File: config.mk
export PLATFORM = sky130hd
export DESIGN_NAME = tmacc_cordic
export DESIGN_NICKNAME = d
export VERILOG_FILES = /design/src/rtl/core/transform_matrix_accumulator_unit_macros.svh /design/src/rtl/core/tmacc_pkg.sv /design/src/rtl/core/tmacc_cordic.sv
export SDC_FILE = /design/constraint.sdc
export NUM_CORES = 2
export LEC_CHECK = 0
export ABC_AREA = 1
export BUFFER_PORTS_ARGS = -buffer_cell sky130_fd_sc_hd__clkbuf_2
export CAP_MARGIN = 25
export CELL_PAD_IN_SITES_DETAIL_PLACEMENT = 0
export CELL_PAD_IN_SITES_GLOBAL_PLACEMENT = 2
export CORE_UTILIZATION = 36
export DETAILED_ROUTE_END_ITERATION = 12
export GPL_ROUTABILITY_DRIVEN = 0
export PLACE_DENSITY_LB_ADDON = 0.1
export SLEW_MARGIN = 40
export SYNTH_ARGS = -nofsm -noshare
export SYNTH_HDL_FRONTEND = slang
export SYNTH_SLANG_ARGS = --single-unit
File: constraint.sdc
create_clock -name clk -period 8.1 [get_ports clk]
set_input_delay 2.025 -clock clk [delete_from_list [all_inputs] [get_ports clk]]
set_output_delay 2.025 -clock clk [all_outputs]
set_load 0.01 [all_outputs]
File: src/rtl/core/transform_matrix_accumulator_unit_macros.svh
// assertion macros for the transform matrix accumulator
`ifndef TRANSFORM_MATRIX_ACCUMULATOR_UNIT_MACROS_SVH
`define TRANSFORM_MATRIX_ACCUMULATOR_UNIT_MACROS_SVH
// same-cycle implication, checked outside reset
`define TMACC_ASSERT_IMP(lbl, ante, cons, msg) \
  lbl: assert property (@(posedge clk) disable iff (rst) (ante) |-> (cons)) else $error(msg);
// next-cycle implication, checked outside reset
`define TMACC_ASSERT_NXT(lbl, ante, cons, msg) \
  lbl: assert property (@(posedge clk) disable iff (rst) (ante) |=> (cons)) else $error(msg);
`endif

File: src/rtl/core/tmacc_pkg.sv
// shared types, constants and functions of the transform matrix accumulator
package tmacc_pkg;

  localparam int MATRIX_DIM   = 4;
  localparam int WORD_BITS    = 32;
  localparam int FRAC_BITS    = 16;
  localparam int ADDR_BITS    = 4;
  localparam int CORDIC_STEPS = 24;

  typedef logic signed [WORD_BITS-1:0] word_t;
  typedef logic [ADDR_BITS-1:0]        addr_t;
  typedef logic signed [33:0]          q30_t;

  localparam logic signed [63:0] WMAX64 = (64'sd1 <<< (WORD_BITS - 1)) - 64'sd1;
  localparam logic signed [63:0] WMIN64 = -WMAX64 - 64'sd1;
  localparam word_t              ONE    = word_t'(64'sd1 <<< FRAC_BITS);

  localparam logic signed [63:0] DEG90  = 64'sd90 <<< FRAC_BITS;
  localparam logic signed [63:0] DEG180 = 64'sd180 <<< FRAC_BITS;
  localparam logic signed [63:0] DEG360 = 64'sd360 <<< FRAC_BITS;

  // radians per degree in Q40, split into two partial products
  localparam logic signed [63:0] RAD_Q40 = 64'sd19190097741;
  localparam logic [16:0]        RAD_LO  = 17'(RAD_Q40);
  localparam logic [17:0]        RAD_HI  = 18'(RAD_Q40 >>> 17);
  localparam q30_t               CORDIC_GAIN = 34'sh026DD3B6A;

  typedef enum logic [1:0] {
    CMD_IDENT     = 2'd0,
    CMD_TRANSLATE = 2'd1,
    CMD_ROTATE    = 2'd2,
    CMD_READ      = 2'd3
  } cmd_t;

  typedef enum logic [3:0] {
    ST_IDLE,
    ST_TRANS,
    ST_ROT_START,
    ST_ROT_WAIT,
    ST_ROT_PROD,
    ST_ROT_MAC,
    ST_RD_FETCH,
    ST_RD_SHOW
  } top_state_t;

  typedef enum logic [2:0] {
    CD_IDLE,
    CD_MOD,
    CD_FOLD,
    CD_MUL_LO,
    CD_MUL_HI,
    CD_ITER,
    CD_FIN,
    CD_DONE
  } cordic_state_t;

  typedef struct packed {
    logic  clr;
    logic  we;
    addr_t waddr;
    word_t wdata;
    addr_t raddr;
  } mem_req_t;

  function automatic word_t sat_word(input logic signed [63:0] v);
    word_t r;
    if (v > WMAX64) begin
      r = word_t'(WMAX64);
    end else if (v < WMIN64) begin
      r = word_t'(WMIN64);
    end else begin
      r = word_t'(v);
    end
    return r;
  endfunction

  function automatic word_t ident_word(input addr_t a);
    return (a[1:0] == a[3:2]) ? ONE : '0;
  endfunction

  function automatic q30_t atan_q30(input logic [4:0] i);
    q30_t r;
    case (i)
      5'd0:    r = 34'sh03243F6A8;
      5'd1:    r = 34'sh01DAC6705;
      5'd2:    r = 34'sh00FADBAFC;
      5'd3:    r = 34'sh007F56EA6;
      5'd4:    r = 34'sh003FEAB76;
      5'd5:    r = 34'sh001FFD55B;
      5'd6:    r = 34'sh000FFFAAA;
      5'd7:    r = 34'sh0007FFF55;
      5'd8:    r = 34'sh0003FFFEA;
      5'd9:    r = 34'sh0001FFFFD;
      5'd10:   r = 34'sh0000FFFFF;
      5'd11:   r = 34'sh00007FFFF;
      5'd12:   r = 34'sh00003FFFF;
      5'd13:   r = 34'sh00001FFFF;
      5'd14:   r = 34'sh00000FFFF;
      5'd15:   r = 34'sh000007FFF;
      5'd16:   r = 34'sh000003FFF;
      5'd17:   r = 34'sh000001FFF;
      5'd18:   r = 34'sh000000FFF;
      5'd19:   r = 34'sh0000007FF;
      5'd20:   r = 34'sh0000003FF;
      5'd21:   r = 34'sh0000001FF;
      5'd22:   r = 34'sh0000000FF;
      5'd23:   r = 34'sh00000007F;
      default: r = '0;
    endcase
    return r;
  endfunction

endpackage

File: src/rtl/core/tmacc_cordic.sv
// sine and cosine of an angle in degrees: range reduction and iterative cordic
module tmacc_cordic (
  input  logic             clk,
  input  logic             rst,
  input  logic             start,
  input  tmacc_pkg::word_t angle,
  output logic             done,
  output tmacc_pkg::word_t cos_val,
  output tmacc_pkg::word_t sin_val
);
  import tmacc_pkg::*;

  localparam logic signed [27:0] D90  = 28'(DEG90);
  localparam logic signed [27:0] D180 = 28'(DEG180);
  localparam logic signed [27:0] D360 = 28'(DEG360);
  // ceil(2^24 / 360), exact quotient for any 16-bit whole-degree count
  localparam logic [15:0]        RECIP_360 = 16'd46604;

  cordic_state_t state, state_next;
  logic [31:0]   mag;
  logic          ang_neg;
  logic [4:0]    cnt;
  logic signed [25:0] a_fold;
  logic          fold_neg;
  logic signed [43:0] p_lo;
  q30_t          x, y, z;
  logic [6:0]    quo;

  logic signed [27:0] a_calc;
  logic          fneg_calc;
  logic [31:0]   q_prod;
  logic [15:0]   quo_360;
  logic [15:0]   rem_int;
  logic signed [43:0] pl;
  logic signed [44:0] ph;
  logic signed [59:0] p_full;
  q30_t          dx, dy, at;
  logic signed [63:0] xr, yr;
  word_t         cq, sq, cos_n, sin_n;

  // fold the remainder into [-90, 90]
  always_comb begin
    a_calc    = $signed({3'b000, mag[24:0]});
    fneg_calc = 1'b0;
    if (ang_neg) begin
      a_calc = -a_calc;
    end
    if (a_calc < 0) begin
      a_calc = a_calc + D360;
    end
    if (a_calc >= D180) begin
      a_calc = a_calc - D360;
    end
    if (a_calc > D90) begin
      a_calc    = a_calc - D180;
      fneg_calc = 1'b1;
    end else if (a_calc < -D90) begin
      a_calc    = a_calc + D180;
      fneg_calc = 1'b1;
    end
  end

  always_comb begin
    q_prod  = mag[31:16] * RECIP_360;
    quo_360 = 16'(quo) * 16'd360;
    rem_int = mag[31:16] - quo_360;
    pl      = a_fold * $signed({1'b0, RAD_LO});
    ph      = a_fold * $signed({1'b0, RAD_HI});
    p_full  = 60'(p_lo) + (60'(ph) <<< 17);
    dx      = y >>> cnt;
    dy      = x >>> cnt;
    at      = atan_q30(cnt);
    xr      = (64'(x) + 64'sd8192) >>> (30 - FRAC_BITS);
    yr      = (64'(y) + 64'sd8192) >>> (30 - FRAC_BITS);
    cq      = sat_word(xr);
    sq      = sat_word(yr);
    cos_n   = fold_neg ? sat_word(-64'(cq)) : cq;
    sin_n   = fold_neg ? sat_word(-64'(sq)) : sq;
  end

  always_comb begin
    state_next = state;
    case (state)
      CD_IDLE:   if (start) state_next = CD_MOD;
      CD_MOD:    if (cnt == 5'd0) state_next = CD_FOLD;
      CD_FOLD:   state_next = CD_MUL_LO;
      CD_MUL_LO: state_next = CD_MUL_HI;
      CD_MUL_HI: state_next = CD_ITER;
      CD_ITER:   if (cnt == 5'(CORDIC_STEPS - 1)) state_next = CD_FIN;
      CD_FIN:    state_next = CD_DONE;
      CD_DONE:   state_next = CD_IDLE;
      default:   state_next = CD_IDLE;
    endcase
  end

  always_comb begin
    done = (state == CD_DONE);
  end

  always_ff @(posedge clk) begin
    if (rst) begin
      state <= CD_IDLE;
    end else begin
      state <= state_next;
    end
  end

  always_ff @(posedge clk) begin
    case (state)
      CD_IDLE: begin
        if (start) begin
          mag     <= angle[31] ? (~angle + 32'd1) : angle;
          ang_neg <= angle[31];
          cnt     <= 5'd1;
        end
      end
      CD_MOD: begin
        // modulo 360 on whole degrees: reciprocal quotient, then remainder
        if (cnt == 5'd1) begin
          quo <= q_prod[30:24];
        end else begin
          mag <= {rem_int, mag[15:0]};
        end
        cnt <= cnt - 5'd1;
      end
      CD_FOLD: begin
        a_fold   <= a_calc[25:0];
        fold_neg <= fneg_calc;
      end
      CD_MUL_LO: begin
        p_lo <= pl;
      end
      CD_MUL_HI: begin
        z   <= 34'(p_full >>> 26);
        x   <= CORDIC_GAIN;
        y   <= '0;
        cnt <= '0;
      end
      CD_ITER: begin
        if (!z[33]) begin
          x <= x - dx;
          y <= y + dy;
          z <= z - at;
        end else begin
          x <= x + dx;
          y <= y - dy;
          z <= z + at;
        end
        cnt <= cnt + 5'd1;
      end
      CD_FIN: begin
        cos_val <= cos_n;
        sin_val <= sin_n;
      end
      default: begin
      end
    endcase
  end

endmodule

==> flow_summary.yaml <==
cells_and_area:
  layout-drive-gt1-share_pct: 6.59
  synthToLayoutAreaGrowth_pct: 9.19
  most-common-layout-cells: "inv_1, nand2_1, ha_1, nor2_1, a21oi_1"
  final_common_cell: "inv_1"
  fin_area_um2: 53900
  fin_nets: 7617
  final_util_pct: 39.7
critical_path:
  cpPeakStageDelay_ns: 0.66
  cp_top_family: "adder cells"
  cp-start-kind: "flop"
  path_class: "flop to flop"
  crit_path_frequent_cell: "fa_1"
  required_ns: 8.50
  path_buf_inv: 5
  slowest_stage: "edfxtp_1"
  end_kind: "flop"
  worst-path-max-fanout: 7
  cp.arrival_ns: 8.02
route:
  ant_nets: 0
  drt-total-wl_um: 157000
  initialDrtViolationCount: 2289
  dr.pass1.iters: 6
  vias: 41434
  wire_per_inst_um: 18.9
  vias_per_cell: 4.98
  drc: 0
die:
  die_area_um2: 139000
  die-height_um: 372
  ioPinCount: 100
  fp-row-count: 135
  placeableCoreArea_um2: 136000
  die_x_um: 372
  start_util_pct: 36.4
synth:
  syn_inst: 6395
  synth_warnings: 0
  synth_xor_area_share_pct: 5.07
  ys_seq_elements: 295
  yosysUniqueCellTypes: 69
  ys_seq_area_share_pct: 17.3
  synth_top_family_by_area: "adder cells"
  syn-num-nets: 7509
  synth.avg_cell_area_um2: 7.72
  async_reset_ff_share_pct: 0
  synth_adder_area_share_pct: 34.2
  synthesis.area_um2: 49400
  synth-simple-area-share_pct: 17.9
  synth_edf_count: 262
  synth_compound_area_share_pct: 14.0
  synth_ff_type: "edfxtp_1"
  muxShareOfSynthArea_pct: 0.900
clock_tree:
  cts_num_sinks: 295
  path_clk_slew_ns: 0.08
  cts_tree: "yes"
  clk_path_buf_depth: 3
  htreeDepth: 2
  numCtsBuffers: 43
  cts_root_buf: "clkbuf_16"
  clk_latency_ns: 0.65
  cts-hold-fix-buffers: 0
place:
  dpl_cell_area_um2: 52300
  place_hpwl_um: 133000
  port_buffers: 99
flow_run:
  maxCapViolations: 0
sta:
  worst_slew_pin_slew_ns: 0.873
  rsz0062_at_grt: "false"
  period_needed_ns: 7.62
  setup-tns-final_ns: 0
  finalMaxSlewViolations: 0
  setup_viol: 0
  slew_headroom_pct: 41.8
  max_freq_mhz: 131
  post-route-period-util_pct: 94.1
  clock-skew-final_ns: 0.0390
  hold_viol_final: 0
global_route:
  grt_max_degree: 103
  grt_pass1_wl_um: 246000
  grt_pass1_vias: 41997
  grt-ovfl-total: 0
  grt_use_total_pct: 22.8
  antenna_found_initial: 5
run_status:
  status: "complete, no violations"
min_path:
  hp-class: "flop to flop"
==> sequential cells by signal, indices dropped and copies added (netlist names), 3 cells and up <==
register	flops
cnt	5
z	34
at	30
quo	7
p_lo	24
y	34
state	3
x	34
sin_val	32
a_fold	26
mag	32
cos_val	32
==> worst paths after layout <==
kind,start,to,cells after the start,slack [ns]
max,a_fold[19],z[33],28,0.48
min,state[1],state[1],2,0.62
max reg2reg,a_fold[19],z[33],28,0.48
min reg2reg,state[1],state[1],2,0.62
==> cells in the mapped netlist (33+ instances only) <==
cell	count	share of area (%)
o21a_1	53	0.81
dfxtp_1	33	1.3
nand3_1	195	2.0
xnor2_1	92	1.6
or2_2	53	0.67
edfxtp_1	262	16
fa_1	451	18
ha_1	628	16
o21ai_0	464	4.7
xor2_1	190	3.4
a21oi_1	493	5.0
nor3_1	68	0.69
nand2_1	1068	8.1
mux2i_1	41	0.83
inv_1	1232	9.4
nand4_1	54	0.68
nor2_1	493	3.7
a31oi_1	72	0.91
buf_2	36	0.36
clkbuf_1	80	0.61
==> area by class of cell <==
class,count,area (µm²)
Inverter,1255,4710
Multi-Input combinational cell,4714,35700
Antenna cell,1,2.50
Timing Repair Buffer,194,1270
Clock inverter,31,335
Fill cell,14471,81900
Sequential cell,295,8530
Clock buffer,48,1170
Tap cell,1781,2230
==> timing repair <==
item,in CTS,in global routing
endpoints found under the setup margin,0,10
gates resized for setup,0,14
setup buffers,0,2
==> logic make-up (layout without fill, tap and decap cells) <==
family,count (synthesis),in the layout
and+or+nand+nor,2057,2057
muxes,44,44
AOI/OAI and AO/OA,1249,1249
other,0,1
adders and majority gates,1080,1080
xor gates and xnor gates,284,284
buffers and inverters,1386,1528
DFF,295,295
==> worst reg2reg max path, delay by kind of cell (launching register included) <==
kind                       cells  cell delay [ns]
and+or+nand+nor                3             0.30
adders and majority gates      8             3.93
DFF                            1             0.66
xor gates and xnor gates       2             0.32
buffers and inverters          5             0.56
AOI/OAI and AO/OA             10             1.62
==> routing by layer <==
layer,GRT usage (%),share of wire (%),vias to the layer above
li1,-,-,21079
met1,32.6,49,19604
met2,37.7,46,650
met3,2.18,3.6,101
met4,3.95,1.5,0
met5,0,0,-
==> metrics by stage <==
stage	setup WS, ns	cells	hold WS, ns
5_1_grt	0.0152	8318	0.655
3_3_place_gp	0.153	8233	0.611
2_1_floorplan	0.490	6395	0.426
4_1_cts	0.247	8315	0.616
3_5_place_dp	0.248	8236	0.600
6_report	0.482	8319	0.618
Power is left out: the tool's default activity adds up to more than one toggle a clock period on the data nets, which glitch-free logic cannot reach.
