<file path="src/rtl/core/transform_matrix_accumulator_unit_macros.svh">
// assertion macros for the transform matrix accumulator
`ifndef TRANSFORM_MATRIX_ACCUMULATOR_UNIT_MACROS_SVH
`define TRANSFORM_MATRIX_ACCUMULATOR_UNIT_MACROS_SVH
// same-cycle implication, checked outside reset
`define TMACC_ASSERT_IMP(lbl, ante, cons, msg) \
  lbl: assert property (@(posedge clk) disable iff (rst) (ante) |-> (cons)) else $error(msg);
// next-cycle implication, checked outside reset
`define TMACC_ASSERT_NXT(lbl, ante, cons, msg) \
  lbl: assert property (@(posedge clk) disable iff (rst) (ante) |=> (cons)) else $error(msg);
`endif

</file>
<file path="src/rtl/core/tmacc_pkg.sv">
// shared types, constants and functions of the transform matrix accumulator
package tmacc_pkg;

  localparam int MATRIX_DIM   = 4;
  localparam int WORD_BITS    = 32;
  localparam int FRAC_BITS    = 16;
  localparam int ADDR_BITS    = 4;
  localparam int CORDIC_STEPS = 24;

  typedef logic signed [WORD_BITS-1:0] word_t;
  typedef logic [ADDR_BITS-1:0]        addr_t;
  typedef logic signed [33:0]          q30_t;

  localparam logic signed [63:0] WMAX64 = (64'sd1 <<< (WORD_BITS - 1)) - 64'sd1;
  localparam logic signed [63:0] WMIN64 = -WMAX64 - 64'sd1;
  localparam word_t              ONE    = word_t'(64'sd1 <<< FRAC_BITS);

  localparam logic signed [63:0] DEG90  = 64'sd90 <<< FRAC_BITS;
  localparam logic signed [63:0] DEG180 = 64'sd180 <<< FRAC_BITS;
  localparam logic signed [63:0] DEG360 = 64'sd360 <<< FRAC_BITS;

  // radians per degree in Q40, split into two partial products
  localparam logic signed [63:0] RAD_Q40 = 64'sd19190097741;
  localparam logic [16:0]        RAD_LO  = 17'(RAD_Q40);
  localparam logic [17:0]        RAD_HI  = 18'(RAD_Q40 >>> 17);
  localparam q30_t               CORDIC_GAIN = 34'sh026DD3B6A;

  typedef enum logic [1:0] {
    CMD_IDENT     = 2'd0,
    CMD_TRANSLATE = 2'd1,
    CMD_ROTATE    = 2'd2,
    CMD_READ      = 2'd3
  } cmd_t;

  typedef enum logic [3:0] {
    ST_IDLE,
    ST_TRANS,
    ST_ROT_START,
    ST_ROT_WAIT,
    ST_ROT_PROD,
    ST_ROT_MAC,
    ST_RD_FETCH,
    ST_RD_SHOW
  } top_state_t;

  typedef enum logic [2:0] {
    CD_IDLE,
    CD_MOD,
    CD_FOLD,
    CD_MUL_LO,
    CD_MUL_HI,
    CD_ITER,
    CD_FIN,
    CD_DONE
  } cordic_state_t;

  typedef struct packed {
    logic  clr;
    logic  we;
    addr_t waddr;
    word_t wdata;
    addr_t raddr;
  } mem_req_t;

  function automatic word_t sat_word(input logic signed [63:0] v);
    word_t r;
    if (v > WMAX64) begin
      r = word_t'(WMAX64);
    end else if (v < WMIN64) begin
      r = word_t'(WMIN64);
    end else begin
      r = word_t'(v);
    end
    return r;
  endfunction

  function automatic word_t ident_word(input addr_t a);
    return (a[1:0] == a[3:2]) ? ONE : '0;
  endfunction

  function automatic q30_t atan_q30(input logic [4:0] i);
    q30_t r;
    case (i)
      5'd0:    r = 34'sh03243F6A8;
      5'd1:    r = 34'sh01DAC6705;
      5'd2:    r = 34'sh00FADBAFC;
      5'd3:    r = 34'sh007F56EA6;
      5'd4:    r = 34'sh003FEAB76;
      5'd5:    r = 34'sh001FFD55B;
      5'd6:    r = 34'sh000FFFAAA;
      5'd7:    r = 34'sh0007FFF55;
      5'd8:    r = 34'sh0003FFFEA;
      5'd9:    r = 34'sh0001FFFFD;
      5'd10:   r = 34'sh0000FFFFF;
      5'd11:   r = 34'sh00007FFFF;
      5'd12:   r = 34'sh00003FFFF;
      5'd13:   r = 34'sh00001FFFF;
      5'd14:   r = 34'sh00000FFFF;
      5'd15:   r = 34'sh000007FFF;
      5'd16:   r = 34'sh000003FFF;
      5'd17:   r = 34'sh000001FFF;
      5'd18:   r = 34'sh000000FFF;
      5'd19:   r = 34'sh0000007FF;
      5'd20:   r = 34'sh0000003FF;
      5'd21:   r = 34'sh0000001FF;
      5'd22:   r = 34'sh0000000FF;
      5'd23:   r = 34'sh00000007F;
      default: r = '0;
    endcase
    return r;
  endfunction

endpackage

</file>
<file path="src/rtl/core/tmacc_mem.sv">
// matrix store: 16 words, registered read, per-entry valid bits for identity reset
module tmacc_mem (
  input  logic                clk,
  input  logic                rst,
  input  tmacc_pkg::mem_req_t req,
  output tmacc_pkg::word_t    rdata
);
  import tmacc_pkg::*;

  word_t mem [MATRIX_DIM*MATRIX_DIM];
  logic [MATRIX_DIM*MATRIX_DIM-1:0] valid;

  always_ff @(posedge clk) begin
    if (req.we) begin
      mem[req.waddr] <= req.wdata;
    end
  end

  always_ff @(posedge clk) begin
    if (rst || req.clr) begin
      valid <= '0;
    end else if (req.we) begin
      valid[req.waddr] <= 1'b1;
    end
  end

  // unwritten entries read as identity
  always_ff @(posedge clk) begin
    rdata <= valid[req.raddr] ? mem[req.raddr] : ident_word(req.raddr);
  end

endmodule

</file>
<file path="config.mk">
export PLATFORM = sky130hd
export DESIGN_NAME = tmacc_mem
export DESIGN_NICKNAME = d
export VERILOG_FILES = /design/src/rtl/core/transform_matrix_accumulator_unit_macros.svh /design/src/rtl/core/tmacc_pkg.sv /design/src/rtl/core/tmacc_mem.sv
export SDC_FILE = /design/constraint.sdc
export NUM_CORES = 1
export LEC_CHECK = 0
export BUFFER_PORTS_ARGS = -buffer_cell sky130_fd_sc_hd__buf_4
export CORE_AREA = 2 2 219 221
export CTS_BUF_LIST = sky130_fd_sc_hd__clkbuf_4 sky130_fd_sc_hd__clkbuf_8
export CTS_CLUSTER_SIZE = 25
export DETAILED_ROUTE_END_ITERATION = 12
export DIE_AREA = 0 0 221 223
export HOLD_SLACK_MARGIN = 0.1
export PLACE_DENSITY = 0.67
export SLEW_MARGIN = 25
export SYNTH_ARGS = -nofsm -noshare
export SYNTH_HDL_FRONTEND = slang
export SYNTH_SLANG_ARGS = --single-unit
</file>
<file path="constraint.sdc">
create_clock -name clk -period 9.39 [get_ports clk]
set_input_delay 1.4085 -clock clk [delete_from_list [all_inputs] [get_ports clk]]
set_output_delay 1.4085 -clock clk [all_outputs]
set_load 0.03 [all_outputs]
</file>
==> flow_summary.json, run 1 <==
{
  "status": "complete, no violations",
  "synth_commonest_cells": "512 x edfxtp_1, 163 x mux4_2, 48 x dfxtp_1",
  "yosys.area_share.simple": 0.0190,
  "fin_ws_ps": 5830,
  "syn_area_per_cell_um2": 24.5,
  "detailedPlace.worstSlack_ps": 5060,
  "rsz0062_at_grt": "false",
  "syn_area_um2": 20800,
  "numPortBuffers": 75,
  "worstSetupPathType": "input port to register",
  "pwr-share-clk": 0.396,
  "post_synth_num_cell_types": 23,
  "highest_layer": "met4",
  "synth.most_common_cell": "edfxtp_1",
  "syn_inst": 849,
  "core_region_area_um2": 47100,
  "leakage_nw": 7.63,
  "muxShareOfSynthArea": 0.177,
  "async_flop_share": 0,
  "ir_drop_v": 0.0000813,
  "grt.total_usage": 0.179,
  "antenna_left": 0,
  "p_total_mw": 4.99,
  "critPathLaunchType": "input port",
  "routedWlPerCell_um": 25.9,
  "grt_pass1_vias": 9922,
  "firstDrtPassIters": 5,
  "cts.sinks": 560,
  "ctsRootBufferMaster": "clkbuf_8",
  "cap_violations": 0,
  "h-tree-depth": 3,
  "internal_power_mw": 3.97,
  "cp.required_ps": 9840,
  "area_delta_synth_final_pct": 14.7,
  "dp.cells": 1518,
  "cts_resized": 0,
  "die_h_um": 223,
  "grt_max_degree": 76,
  "vias": 9324,
  "yosysSeqAreaShare": 0.785,
  "synth.area.top_cells": "edfxtp_1 74%, mux4_2 18%, dfxtp_1 4.6%",
  "synth_top_cell_by_area": "edfxtp_1",
  "max_freq_ghz": 0.281,
  "r2r_setup_slack_ps": 7180,
  "crit_fanout": 63,
  "critPathArrivalTime_ps": 4020,
  "wirelength_mm": 43.5,
  "wl_met3_mm": 2.92,
  "avgViaCountPerCell": 5.56,
  "drt_iter0_markers": 1035,
  "drc": 0,
  "floorplan.initialDensity": 0.442,
  "antenna_found_initial": 0,
  "clk_pin_slew_ps": 60,
  "grt_overflow": 0,
  "synth_fa_ha_area_frac": 0,
  "tns_ps": 0,
  "seqPwrFrac": 0.557,
  "hold_viol": 0,
  "relSlewSlack": 0.348,
  "power.switching_mw": 1.01,
  "post_cts_buffers": 0,
  "hold_buffers": 0,
  "min_period_ps": 3560,
  "fp.dieArea_um2": 49300,
  "io-pin-count": 76,
  "synth-edff-count": 512,
  "synth_nets": 893,
  "clock-skew-final_ps": 18.3,
  "setup_violations": 0,
  "yosys_most_used_dff": "edfxtp_1",
  "powerDensity_nw_per_um2": 209,
  "place.gp.congestion": 0.665,
  "clkLatencyLatePin_ps": 610,
  "drive_gt1_frac": 0.406,
  "combPwrFrac": 0.046,
  "period_share": 0.380,
  "hpwl_mm": 20.1,
  "rows": 80,
  "worstMarginPinSlew_ps": 979,
  "switching_share": 0.203,
  "grt_pass1_wl_mm": 64.3,
  "synth_compound_area_frac": 0.00649,
  "synth_top_area_share": 0.739,
  "synth_top_family_by_area": "multiplexers",
  "slew_violations": 0,
  "whs_ps": 462,
  "min_path_type": "register to register",
  "ctsLongestPathBuffers": 3,
  "end_kind": "register",
  "met1_length_mm": 18.6,
  "ys_ff_latch": 560,
  "final_nets": 1035,
  "numCtsBuffers": 86,
  "dieWidth_um": 221,
  "cts_tree": "yes",
  "wl_met2_mm": 21.3,
  "layout.cells.non_filler": 1678,
  "yosysWarningCount": 0,
  "synth_xor_xnor_area_share": 0.000421
}
-- cells in the final DEF, fill, tap and decap left out, types with 2 or more instances in the layout --
master      Yosys  routed
a22oi_1         2       2
buf_4           1      93
clkbuf_4        0      46
clkbuf_8        0      94
clkinv_1        0      10
clkinv_2        0       4
clkinvlp_4      0       5
dfxtp_1        48      48
diode_2         0       2
edfxtp_1      512     512
mux4_2        163     163
nand2_1         3       3
nand2b_1        2       2
nand3_1         4       4
nand3b_1        2       2
nor2_4          0      12
nor2b_1        28      28
nor2b_4         5       5
nor3_2          0       4
o21a_1         16      16
-- power groups by stage --
stage,clock (mW),sequential [mW],combinational [mW]
after floorplan,0,2.83,0.148
after global placement,0,2.83,0.230
after detailed placement,0,2.83,0.235
after CTS,2.02,2.78,0.236
after global routing,2.13,2.78,0.249
final,1.97,2.78,0.231
-- logic make-up after synthesis --
group	Yosys count
flip-flops	560
multiplexers	164
AND/OR/NAND/NOR	65
buffers and inverters	41
AO/OA/AOI/OAI	18
XOR/XNOR	1
-- cell type report --
class                           count  area [um2]
Antenna cell                        2        5.00
Clock buffer                      139        1630
Clock inverter                     19        95.1
Fill cell                        3606       23300
Multi-Input combinational cell    248        4340
Sequential cell                   560       16300
Tap cell                          615         769
Timing Repair Buffer               95         723
-- registers in the layout, indices dropped and copies added, names as in the netlist --
| signal | count |
|---|---|
| valid | 16 |
| mem | 512 |
| rdata | 32 |
-- routing by layer --
metal | GRT usage | up-vias
met1 | 0.251 | 5023
met3 | 0.0321 | 53
met5 | 0 | -
li1 | - | 3915
met4 | 0.0483 | 0
met2 | 0.294 | 333
-- metrics by stage --
stage | cell area, um2 | utilization
6_report | 23900 | 0.507
5_1_grt | 23900 | 0.507
3_3_place_gp | 22200 | 0.470
4_1_cts | 23900 | 0.507
3_5_place_dp | 22200 | 0.470
2_1_floorplan | 20800 | -
-- worst max-delay path, cell delays in order --
cell	delay (ps)
clkbuf_8	580
buf_4	720
mux4_2	590
mux4_2	460
nor2b_1	150
-- path summary, 6_finish.rpt --
kind	from	cells after the start	end
min	valid[4]	1	valid[4]
max	req[0]	5	rdata[25]
min reg2reg	valid[4]	1	valid[4]
max reg2reg	valid[5]	5	rdata[16]
Power figures use the tool's default switching activity.
==> run 2, diff against run 1 <==
clock period = 3.63 ns   (was 9.39 ns; I/O delays follow)
==> run 2 against run 1 <==
Net effect:
- worst hold slack got worse by 250 ps
- largest power group unchanged
- core utilization rose by 0.40 points
- critical endpoint is now rdata[21]
- clock skew fell by 1.9 ps
- largest cell class unchanged
- sequential cell count did not move
- first-iteration DRC count fell by 8.2%
- clock power rose to 2.6 times the previous value
- highest routed layer is now met5
- power rose to 2.6 times the previous value
- cell area rose by 0.78%
- cell count rose by 0.60%
- non-clock buffer count rose by 11
- sequential power rose to 2.6 times the previous value
- combinational power rose to 2.7 times the previous value
==> flow_summary.json, run 2 (synthesis gave the netlist of run 1 again) <==
{
  "whs_ps": 207,
  "core_region_area_um2": 47100,
  "leakage_nw": 7.73,
  "die_h_um": 223,
  "tns_ps": 0,
  "numCtsBuffers": 84,
  "ctsRootBufferMaster": "clkbuf_8",
  "detailedPlace.worstSlack_ps": 944,
  "avgViaCountPerCell": 5.53,
  "wirelength_mm": 42.5,
  "layout.cells.non_filler": 1688,
  "io-pin-count": 76,
  "grt.total_usage": 0.176,
  "critPathLaunchType": "input port",
  "cts.sinks": 560,
  "routedWlPerCell_um": 25.2,
  "grt_max_degree": 47,
  "vias": 9331,
  "hpwl_mm": 21.4,
  "setup_violations": 0,
  "h-tree-depth": 3,
  "slew_violations": 0,
  "dieWidth_um": 221,
  "largest-register": "mem",
  "fp.dieArea_um2": 49300,
  "min_path_type": "input port to register",
  "antenna_left": 0,
  "drive_gt1_frac": 0.407,
  "largest_reg_flops": 512,
  "layout_commonest_cell": "edfxtp_1",
  "crit_fanout": 46,
  "rsz0062_at_grt": "false",
  "grt_pass1_wl_mm": 63.6,
  "cts_resized": 0,
  "firstDrtPassIters": 4,
  "hold_viol": 0,
  "min_period_ps": 2020,
  "reg2reg_depth": 5,
  "clk_pin_slew_ps": 60,
  "clock-skew-final_ps": 16.5,
  "clkLatencyLatePin_ps": 640,
  "numPortBuffers": 75,
  "grt_pass1_vias": 10100,
  "min_path_cells": 1,
  "nFillCells": 3595,
  "hold_buffers": 0,
  "final_nets": 1044,
  "cap_violations": 0,
  "status": "complete, no violations",
  "floorplan.initialDensity": 0.442,
  "worstSetupPathType": "input port to register",
  "ir_drop_v": 0.000238,
  "ctsLongestPathBuffers": 3,
  "reg_top3": "mem (512), rdata (32), valid (16)",
  "cp.required_ps": 4120,
  "cts_tree": "yes",
  "drt_iter0_markers": 950,
  "max_freq_ghz": 0.495,
  "r2r_setup_slack_ps": 1730,
  "powerDensity_nw_per_um2": 536,
  "period_share": 0.556,
  "p_total_mw": 12.9,
  "worstMarginPinSlew_ps": 742,
  "place.gp.congestion": 0.682,
  "grt_overflow": 0,
  "relSlewSlack": 0.505,
  "critPathArrivalTime_ps": 2510,
  "drc": 0,
  "antenna_found_initial": 3,
  "area_delta_synth_final_pct": 15.6,
  "final_cell_mix": "512 x edfxtp_1, 163 x mux4_2, 97 x clkbuf_8",
  "dp.cells": 1529,
  "fin_ws_ps": 1610,
  "rows": 80,
  "post_cts_buffers": 0,
  "end_kind": "register"
}
## run 2: changes by cell type in the layout (fill, tap and decap cells not counted), moves of 5 or more
cell / before / now
buf_12: 0 / 9
clkbuf_4: 46 / 36
clkinv_1: 10 / 15
clkinvlp_4: 5 / 0
## run 2: final timing paths
| path | from | end |
|---|---|---|
| max | req[0] | rdata[21] |
| min | req[33] | mem[5][29] |
| max reg2reg | valid[5] | rdata[29] |
| min reg2reg | valid[13] | valid[13] |
## run 2: critical path: stages
cell	delay [ps]
clkbuf_8	330
buf_12	390
mux4_2	570
mux4_2	460
nor2b_1	140
## run 2: layout make-up
class | instances | area [um2] | area share
Antenna cell | 2 | 5.00 | 0.000208
Clock buffer | 132 | 1590 | 0.0661
Clock inverter | 25 | 118 | 0.00489
Multi-Input combinational cell | 248 | 4340 | 0.180
Sequential cell | 560 | 16300 | 0.679
Tap cell | 615 | 769 | 0.0320
Timing Repair Buffer | 106 | 915 | 0.0380
## run 2: layer usage
layer / share of wire / track usage / up-vias
li1: - / - / 3948
met1: 0.43 / 0.243 / 5007
met2: 0.50 / 0.285 / 312
met3: 0.062 / 0.0333 / 62
met4: 0.017 / 0.0615 / 2
met5: 0.00038 / 0 / -
## run 2: where the power goes
group	leakage, nW	internal, mW	switching [mW]	total (mW)
registers	5.01	7.16	0.0270	7.19
clock network	0.920	2.79	2.30	5.10
logic	1.79	0.298	0.315	0.613
## run 2: stage by stage
step	util	area, um2
floorplan	-	20800
global placement	0.474	22400
detailed placement	0.474	22400
CTS	0.511	24100
global route	0.511	24100
finish	0.511	24100
